**src/rtl/core/vii_pkg.sv**
```systemverilog
package vii_pkg;

  // Entry count, widths and list-register bit positions
  localparam int NumEntries  = 32;
  localparam int IdxW        = 5;
  localparam int GrpW        = 2;
  localparam int IdW         = 10;
  localparam int PrioW       = 8;
  localparam int CfgDataW    = 64;
  localparam int CfgIdxW     = 3;
  localparam int LrPrioShift = 23;
  localparam int LrPendBit   = 28;
  localparam int LrEoiBit    = 19;

  // Command codes
  localparam logic CMD_ASSERT    = 1'b0;
  localparam logic CMD_ENCOURAGE = 1'b1;

  // Status codes
  localparam logic [1:0] STATUS_OK       = 2'd0;
  localparam logic [1:0] STATUS_RANGE    = 2'd1;
  localparam logic [1:0] STATUS_DISABLED = 2'd2;

  // Register indexes
  localparam logic [CfgIdxW-1:0] REG_ENABLE    = 3'd0;
  localparam logic [CfgIdxW-1:0] REG_BASE      = 3'd1;
  localparam logic [CfgIdxW-1:0] REG_MASK      = 3'd2;
  localparam logic [CfgIdxW-1:0] REG_PRIO_LOW  = 3'd3;
  localparam logic [CfgIdxW-1:0] REG_PRIO_SEC  = 3'd4;
  localparam logic [CfgIdxW-1:0] REG_PRIO_THR  = 3'd5;
  localparam logic [CfgIdxW-1:0] REG_PRIO_HIGH = 3'd6;

  // Controller to datapath
  typedef struct packed {
    logic capture;
    logic scan_step;
    logic load_result;
  } dp_cmd_t;

  // Datapath to controller
  typedef struct packed {
    logic scan_last;
  } dp_sts_t;

endpackage

```
**src/rtl/core/vii_ctrl.sv**
```systemverilog
module vii_ctrl (
  input  logic             clk,
  input  logic             rst,
  input  logic             start,
  input  logic             cmd,
  input  vii_pkg::dp_sts_t sts,
  output vii_pkg::dp_cmd_t ctl,
  output logic             busy,
  output logic             done
);

  typedef enum logic [3:0] {
    S_IDLE   = 4'b0001,
    S_ASSERT = 4'b0010,
    S_SCAN   = 4'b0100,
    S_FINISH = 4'b1000
  } state_t;

  state_t state, state_next;

  assign busy = (state != S_IDLE);

  // Next state and datapath commands
  always_comb begin
    state_next = state;
    ctl = '0;
    case (state)
      S_IDLE: begin
        if (start) begin
          ctl.capture = 1'b1;
          state_next = (cmd == vii_pkg::CMD_ENCOURAGE) ? S_SCAN : S_ASSERT;
        end
      end
      S_ASSERT: begin
        ctl.load_result = 1'b1;
        state_next = S_IDLE;
      end
      S_SCAN: begin
        ctl.scan_step = 1'b1;
        if (sts.scan_last) state_next = S_FINISH;
      end
      S_FINISH: begin
        ctl.load_result = 1'b1;
        state_next = S_IDLE;
      end
      default: state_next = S_IDLE;
    endcase
  end

  always_ff @(posedge clk) begin
    if (rst) begin
      state <= S_IDLE;
      done  <= 1'b0;
    end else begin
      state <= state_next;
      done  <= ctl.load_result;
    end
  end

  a_done_after_load: assert property (@(posedge clk) disable iff (rst)
    done |-> $past(state == S_ASSERT || state == S_FINISH))
    else $error("result beat without a load state");
  a_done_single: assert property (@(posedge clk) disable iff (rst)
    done |-> !$past(done))
    else $error("result beats back to back");
  a_capture_idle: assert property (@(posedge clk) disable iff (rst)
    ctl.capture |=> state == S_ASSERT || state == S_SCAN)
    else $error("capture did not leave idle");

endmodule

```
**src/rtl/core/vii_dp.sv**
```systemverilog
module vii_dp (
  input  logic                                clk,
  input  logic                                rst,
  input  vii_pkg::dp_cmd_t                    ctl,
  output vii_pkg::dp_sts_t                    sts,
  input  logic                                cfg_we,
  input  logic [vii_pkg::CfgIdxW-1:0]         cfg_index,
  input  logic [vii_pkg::CfgDataW-1:0]        cfg_data,
  input  logic                                cmd,
  input  logic [vii_pkg::IdW-1:0]             irq_number,
  input  logic                                slot_busy,
  input  logic [2:0]                          current_cpu,
  input  logic [2:0]                          target_cpu,
  output logic [1:0]                          status,
  output logic                                injected,
  output logic [31:0]                         lr_word,
  output logic                                send_sgi,
  output logic [7:0]                          sgi_targets,
  output logic [vii_pkg::IdW-1:0]             injected_number,
  output logic [vii_pkg::NumEntries-1:0]      pending_bits
);

  // Configuration
  logic                                enable;
  logic [vii_pkg::IdW-1:0]             base_number;
  logic [vii_pkg::PrioW-1:0]           mask_level;
  logic [vii_pkg::CfgDataW-1:0]        prio_regs [4];
  logic [vii_pkg::NumEntries-1:0]      pending;

  // Captured beat
  logic                                cmd_r;
  logic [vii_pkg::IdW-1:0]             num_r;
  logic                                busy_r;
  logic [2:0]                          cur_r;
  logic [2:0]                          tgt_r;

  // Search state
  logic [vii_pkg::GrpW-1:0]            grp;
  logic [vii_pkg::PrioW-1:0]           best;
  logic                                found;
  logic [vii_pkg::IdxW-1:0]            pick;

  function automatic logic [vii_pkg::PrioW-1:0] prio_of(
    input logic [vii_pkg::CfgDataW-1:0] regs [4],
    input logic [vii_pkg::IdxW-1:0]     idx
  );
    logic [vii_pkg::CfgDataW-1:0] word;
    word = regs[idx[4:3]];
    return word[{idx[2:0], 3'b000} +: vii_pkg::PrioW];
  endfunction

  assign sts.scan_last = (grp == '0);

  // One group of eight per cycle, high index first, strict compare
  logic [vii_pkg::PrioW-1:0] s_best;
  logic                      s_found;
  logic [vii_pkg::IdxW-1:0]  s_pick;
  always_comb begin
    logic [vii_pkg::IdxW-1:0]  e;
    logic [vii_pkg::PrioW-1:0] p;
    s_best  = best;
    s_found = found;
    s_pick  = pick;
    for (int j = 7; j >= 0; j--) begin
      e = {grp, 3'(j)};
      p = prio_of(prio_regs, e);
      if (pending[e] && (p < s_best)) begin
        s_best  = p;
        s_found = 1'b1;
        s_pick  = e;
      end
    end
  end

  // Assert decode
  logic [vii_pkg::IdW:0]     base_end;
  logic                      in_range;
  logic [vii_pkg::IdW-1:0]   a_off;
  logic [vii_pkg::IdxW-1:0]  a_idx;
  assign base_end = {1'b0, base_number} + (vii_pkg::IdW+1)'(vii_pkg::NumEntries);
  assign in_range = (num_r >= base_number) && ({1'b0, num_r} < base_end);
  assign a_off    = num_r - base_number;
  assign a_idx    = a_off[vii_pkg::IdxW-1:0];

  // Result formation
  logic                                r_inject;
  logic [vii_pkg::IdxW-1:0]            r_idx;
  logic [1:0]                          r_status;
  logic [vii_pkg::NumEntries-1:0]      pend_next;
  logic [vii_pkg::PrioW-1:0]           r_prio;
  logic [vii_pkg::IdW-1:0]             r_id;
  logic [31:0]                         r_word;
  logic                                r_sgi;
  always_comb begin
    r_inject  = 1'b0;
    r_idx     = a_idx;
    r_status  = vii_pkg::STATUS_OK;
    pend_next = pending;
    if (cmd_r == vii_pkg::CMD_ASSERT) begin
      if (!enable) begin
        r_status = vii_pkg::STATUS_DISABLED;
      end else if (!in_range) begin
        r_status = vii_pkg::STATUS_RANGE;
      end else if ((prio_of(prio_regs, a_idx) != mask_level) && !busy_r) begin
        r_inject = 1'b1;
      end else begin
        pend_next[a_idx] = 1'b1;
      end
    end else begin
      r_idx = pick;
      if (found && !busy_r) begin
        r_inject = 1'b1;
        pend_next[pick] = 1'b0;
      end
    end
    r_prio = prio_of(prio_regs, r_idx);
    r_id   = base_number + vii_pkg::IdW'(r_idx);
    r_word = (32'(r_prio) << vii_pkg::LrPrioShift) | (32'd1 << vii_pkg::LrPendBit)
           | (32'd1 << vii_pkg::LrEoiBit) | 32'(r_id);
    r_sgi  = r_inject && (cur_r != tgt_r);
  end

  // Configuration writes
  always_ff @(posedge clk) begin
    if (rst) begin
      enable        <= 1'b0;
      base_number   <= vii_pkg::IdW'(32);
      mask_level    <= '1;
      for (int i = 0; i < 4; i++) prio_regs[i] <= '0;
    end else if (cfg_we) begin
      case (cfg_index)
        vii_pkg::REG_ENABLE:    enable        <= cfg_data[0];
        vii_pkg::REG_BASE:      base_number   <= cfg_data[vii_pkg::IdW-1:0];
        vii_pkg::REG_MASK:      mask_level    <= cfg_data[vii_pkg::PrioW-1:0];
        vii_pkg::REG_PRIO_LOW:  prio_regs[0]  <= cfg_data;
        vii_pkg::REG_PRIO_SEC:  prio_regs[1]  <= cfg_data;
        vii_pkg::REG_PRIO_THR:  prio_regs[2]  <= cfg_data;
        vii_pkg::REG_PRIO_HIGH: prio_regs[3]  <= cfg_data;
        default: ;
      endcase
    end
  end

  // Beat capture and search registers
  always_ff @(posedge clk) begin
    if (ctl.capture) begin
      cmd_r  <= cmd;
      num_r  <= irq_number;
      busy_r <= slot_busy;
      cur_r  <= current_cpu;
      tgt_r  <= target_cpu;
      grp    <= '1;
      best   <= mask_level;
      found  <= 1'b0;
      pick   <= '0;
    end else if (ctl.scan_step) begin
      grp   <= grp - 1'b1;
      best  <= s_best;
      found <= s_found;
      pick  <= s_pick;
    end
  end

  // Pending map and result registers
  always_ff @(posedge clk) begin
    if (rst) begin
      pending         <= '0;
      status          <= vii_pkg::STATUS_OK;
      injected        <= 1'b0;
      lr_word         <= '0;
      send_sgi        <= 1'b0;
      sgi_targets     <= '0;
      injected_number <= '0;
      pending_bits    <= '0;
    end else if (ctl.load_result) begin
      pending         <= pend_next;
      status          <= r_status;
      injected        <= r_inject;
      lr_word         <= r_inject ? r_word : '0;
      send_sgi        <= r_sgi;
      sgi_targets     <= r_sgi ? (8'd1 << tgt_r) : '0;
      injected_number <= r_inject ? r_id : '0;
      pending_bits    <= pend_next;
    end
  end

  a_lr_form: assert property (@(posedge clk) disable iff (rst)
    injected |-> lr_word[vii_pkg::LrPendBit] && lr_word[vii_pkg::LrEoiBit]
                 && (lr_word[vii_pkg::IdW-1:0] == injected_number))
    else $error("list-register word malformed");
  a_idle_zero: assert property (@(posedge clk) disable iff (rst)
    !injected |-> (lr_word == '0) && (injected_number == '0) && !send_sgi)
    else $error("injection fields set without injection");
  a_sgi_mask: assert property (@(posedge clk) disable iff (rst)
    send_sgi ? ($onehot(sgi_targets) && injected) : (sgi_targets == '0))
    else $error("sgi target mask inconsistent");

endmodule

```
**src/rtl/core/virtual_interrupt_injector.sv**
```systemverilog
// Channel   Handshake        Ports
// -------   ---------        -----
// command   start / busy     cmd irq_number slot_busy current_cpu target_cpu
// result    done strobe      status injected lr_word send_sgi sgi_targets
//                            injected_number pending_bits
// config    cfg_we           cfg_index cfg_data
//
// An assert beat loads its result in S_ASSERT, the state after accept.
// An encourage beat first runs the minimum-priority search, which walks the 32
// entries as four groups of eight, one group per cycle, then loads.
// busy stays high until the done cycle; a new beat may be taken then.
// rst (synchronous) resets all but the captured beat and search registers.
// Results cannot be stalled: each stays on the ports until the next load.
module virtual_interrupt_injector (
  input  logic                            clk,
  input  logic                            rst,
  input  logic                            start,
  output logic                            busy,
  input  logic                            cmd,
  input  logic [vii_pkg::IdW-1:0]         irq_number,
  input  logic                            slot_busy,
  input  logic [2:0]                      current_cpu,
  input  logic [2:0]                      target_cpu,
  input  logic                            cfg_we,
  input  logic [vii_pkg::CfgIdxW-1:0]     cfg_index,
  input  logic [vii_pkg::CfgDataW-1:0]    cfg_data,
  output logic                            done,
  output logic [1:0]                      status,
  output logic                            injected,
  output logic [31:0]                     lr_word,
  output logic                            send_sgi,
  output logic [7:0]                      sgi_targets,
  output logic [vii_pkg::IdW-1:0]         injected_number,
  output logic [vii_pkg::NumEntries-1:0]  pending_bits
);

  vii_pkg::dp_cmd_t ctl;
  vii_pkg::dp_sts_t sts;

  vii_ctrl u_ctrl (
    .clk   (clk),
    .rst   (rst),
    .start (start),
    .cmd   (cmd),
    .sts   (sts),
    .ctl   (ctl),
    .busy  (busy),
    .done  (done)
  );

  vii_dp u_dp (
    .clk             (clk),
    .rst             (rst),
    .ctl             (ctl),
    .sts             (sts),
    .cfg_we          (cfg_we),
    .cfg_index       (cfg_index),
    .cfg_data        (cfg_data),
    .cmd             (cmd),
    .irq_number      (irq_number),
    .slot_busy       (slot_busy),
    .current_cpu     (current_cpu),
    .target_cpu      (target_cpu),
    .status          (status),
    .injected        (injected),
    .lr_word         (lr_word),
    .send_sgi        (send_sgi),
    .sgi_targets     (sgi_targets),
    .injected_number (injected_number),
    .pending_bits    (pending_bits)
  );

endmodule

```
**config.mk**
```make
export PLATFORM = sky130hd
export DESIGN_NAME = virtual_interrupt_injector
export DESIGN_NICKNAME = d
export VERILOG_FILES = /design/src/rtl/core/vii_pkg.sv /design/src/rtl/core/vii_ctrl.sv /design/src/rtl/core/vii_dp.sv /design/src/rtl/core/virtual_interrupt_injector.sv
export SDC_FILE = /design/constraint.sdc
export NUM_CORES = 1
export LEC_CHECK = 0
export CORE_ASPECT_RATIO = 0.75
export CORE_MARGIN = 1.5
export CORE_UTILIZATION = 45
export CTS_CLUSTER_DIAMETER = 120
export CTS_CLUSTER_SIZE = 25
export DETAILED_ROUTE_END_ITERATION = 7
export DONT_BUFFER_PORTS = 1
export PLACE_DENSITY = 0.62
export SYNTH_ARGS = -nofsm -noshare
export SYNTH_HDL_FRONTEND = slang
export SYNTH_HIERARCHICAL = 1
export SYNTH_SLANG_ARGS = --single-unit
```
**constraint.sdc**
```tcl
create_clock -name clk -period 16.7 [get_ports clk]
set_clock_uncertainty 0.15 [all_clocks]
set_input_delay 1.67 -clock clk [delete_from_list [all_inputs] [get_ports clk]]
set_output_delay 1.67 -clock clk [all_outputs]
set_load 0.005 [all_outputs]
```
==> flow_summary.toml <==
[floorplanning]
dieArea_um2 = 51200
core_area_um2 = 49000
start_util_pct = 45.8
die_h_um = 196
rows = 70
die_width_um = 261
io_pins = 177

[synth]
synth-edff-count = 26
synth_area_leaders = "dfxtp_1 31%, mux4_2 21%, nand2_1 11%"
synth_seq_cells = 375
synth_top_cell_by_area = "dfxtp_1"
syn_inst = 2498
synth_area_um2 = 22400
synth_warnings = 6
synthArstFlopShare_pct = 0
synth_ff_type = "dfxtp_1"
synth_top_cell_area_share_pct = 31.2
yosysSeqAreaShare_pct = 34.6
syn_area_per_cell_um2 = 8.98
synth_cell_type_count = 84

[detailed_routing]
num_vias = 19400
wl_met2_mm = 33.8
vias_per_cell = 6.41
first_pass_iters = 5
drt-initial-drc-count = 2415
drt-met1-wl_mm = 32.2
wl_met3_mm = 9.47
drt-total-wl_mm = 77.4
routedWlPerCell_um = 25.6
top_layer_used = "met5"
ant_nets = 0
drcViolationCount = 0

[critical_path]
cp.arrival_ns = 15.94
critPathSlowestCell = "mux4_2"
path_common_cell = "ha_1"
critPathMaxFanout = 15
rr_worst_depth = 75
startpoint_type = "flip-flop"
cpPeakStageDelay_ns = 0.55
critical_path_class = "flip-flop to flip-flop"
cp-end-kind = "flip-flop"
required_ns = 16.99

[finish]
diodes = 0
post-route-util_pct = 47.7
fillers = 4544
area.sequential_um2 = 7770
finalNetCount = 2535
area_delta_synth_final_pct = 4.19
fin_cells = 3028
multi_input_area_um2 = 13700
drive_gt1_share_pct = 13.8

[global_route]
grt_pass1_wl_mm = 115
grt_overflow = 0
grt_pass1_vias = 18100
grt_max_degree = 340
antenna_found_initial = 2
track_usage_pct = 29.6

[clock_network]
cts-root-buf = "clkbuf_16"
cts_tree = "done"
cts_buffers = 18
clk_pin_slew_ns = 0.11
htree_levels = 1
cts_hold_buf = 0
cts_buffer_depth = 3
clock-sinks = 375
insertion_delay_ns = 0.56

[placed_design]
dpl.hpwl_mm = 51.1
dp.cells = 2994
portBuffers = 0
gp_congestion = 0.966

[timing]
fin_crit_sh_pct = 93.7
slew_viol_final = 0
setup_violations = 0
fin_crit_ns = 15.65
hold_slack_ns = 0.328
hold_viol_final = 0
worst_pin_slew_ns = 1.15
max_slew_margin_pct = 23.1
fmax_mhz = 63.9

[power]
p_clk_share_pct = 29.2
intPower_mw = 1.25
switching_share_pct = 28.9
sequentialPowerShare_pct = 53.6
leakagePower_nw = 8.09
p_comb_share_pct = 17.2
power.density_nw_per_um2 = 75.4
ir_drop_mv = 0.0569
netSwitchingPower_uw = 510

[run]
maxCapViolCount = 0

[run_status]
status = "complete, no violations"

[min_path]
hold_class = "flip-flop to flip-flop"
min_path_cells = 2
critical path: cells and delay by family, from the launching register on:
kind	cells	cell delay, ns
fa+ha+maj	8	2.29
mux	5	1.85
flops	1	0.49
buf+inv	10	1.13
simple gates	21	3.26
compound gates	31	6.31
kinds of logic (layout without fill, tap and decap cells):
kind of cell / count (synthesis) / count (layout) / share of synthesized area (%)
adders and majority gates: 79 / 79 / 4.38
DFF: 375 / 375 / 34.6
and+or+nand+nor: 936 / 936 / 17.6
buffers and inverters: 279 / 149 / 5.18
xor gates and xnor gates: 27 / 27 / 1.05
other: 1 / 13 / 0.0167
muxes: 261 / 261 / 23.3
AOI/OAI and AO/OA: 540 / 540 / 13.8
sequential cells by signal (all words and copies together) (netlist names), 2 cells and up:
register and count:
u_dp/prio_regs 256, u_dp/status 2, u_dp/grp 2, u_dp/best 8, u_dp/pick 5, u_dp/pending 32, u_dp/base_number 10, u_dp/injected_number 9
u_dp/num_r 10, u_ctrl/state 4, u_dp/tgt_r 3, u_dp/lr_word 9, u_dp/cur_r 3, u_dp/sgi_targets 8, u_dp/mask_level 8
worst paths after layout:
check	startpoint	to	slack [ns]
setup / recovery	u_dp/grp[0]$_SDFFE_PP1P_	u_dp/pick[4]$_SDFFE_PP0P_	1.05
hold reg to reg	u_dp/prio_regs[229]$_SDFFE_PP0P_	u_dp/prio_regs[229]$_SDFFE_PP0P_	0.33
setup reg to reg	u_dp/grp[0]$_SDFFE_PP1P_	u_dp/pick[4]$_SDFFE_PP0P_	1.05
hold / removal	u_dp/prio_regs[229]$_SDFFE_PP0P_	u_dp/prio_regs[229]$_SDFFE_PP0P_	0.33
metrics by stage:
step	TNS [ns]	area, um^2	power [mW]	worst slack [ns]
CTS	0	23200	1.76	0.358
detailed placement	0	22800	1.26	0.389
global placement	0	22800	1.26	0.886
floorplan	0	22500	1.18	0.903
finish	0	23400	1.76	1.05
global route	-0.00943	23400	1.82	-0.00943
placed cells by master (no fill, tap or decap), types with 14 or more instances in the layout:
master     count
a21oi_1      367
nand2_1      675
and3_1        26
nor3_1        19
o21ai_0       67
dfxtp_1      347
mux2i_1       31
nor2b_1       25
nand3b_1      14
mux4_2       205
nand2b_1      16
inv_1         84
edfxtp_1      26
ha_1          68
buf_4         39
nor2_1        91
mux2_2        21
clkbuf_16     19
nand3_1       15
timing repair:
action,4_1_cts,5_1_grt
buffers inserted,0,10
setup endpoints to repair,0,14
gates resized for setup,0,9
power by group through the flow:
stage          clock, mW  sequential (mW)  combinational [mW]
3_3_place_gp           0            0.965               0.293
6_report           0.514            0.946               0.303
3_5_place_dp           0            0.966               0.294
2_1_floorplan          0            0.958               0.226
5_1_grt            0.552            0.948               0.322
4_1_cts            0.523            0.945               0.296
area by class of cell:
class / instances / share of cell area [%]
Clock buffer: 24 / 2.11
Timing Repair Buffer: 39 / 1.25
Sequential cell: 375 / 33.3
Inverter: 86 / 1.38
Multi-Input combinational cell: 1856 / 58.5
Tap cell: 648 / 3.47
layer usage:
| layer | up-vias | track usage [%] |
|---|---|---|
| li1 | 8585 | - |
| met1 | 9675 | 41.9 |
| met2 | 1048 | 43.8 |
| met3 | 112 | 9.39 |
| met4 | 4 | 7.73 |
| met5 | - | 0 |
cells in the mapped netlist, drive strengths merged, types with 5 or more instances:
cell and number:
buf 50, o211ai 6, maj3 9, a21o 11, and2 7, clkbuf 143, or3 5, ha 68
a32oi 6, nand3b 14, nor2 97, nand2b 16, nand4 9, xor2 13, mux2i 32, dfxtp 349
o21ai 71, o21a 7, a21oi 370, o221ai 8, mux2 23, and3 27, nor2b 25, mux4 206
inv 86, nand2 676, a31oi 11, nand3 18, edfxtp 26, a311oi 7, xnor2 14, nor3 20
No activity file was read; power rests on OpenSTA's default activity.
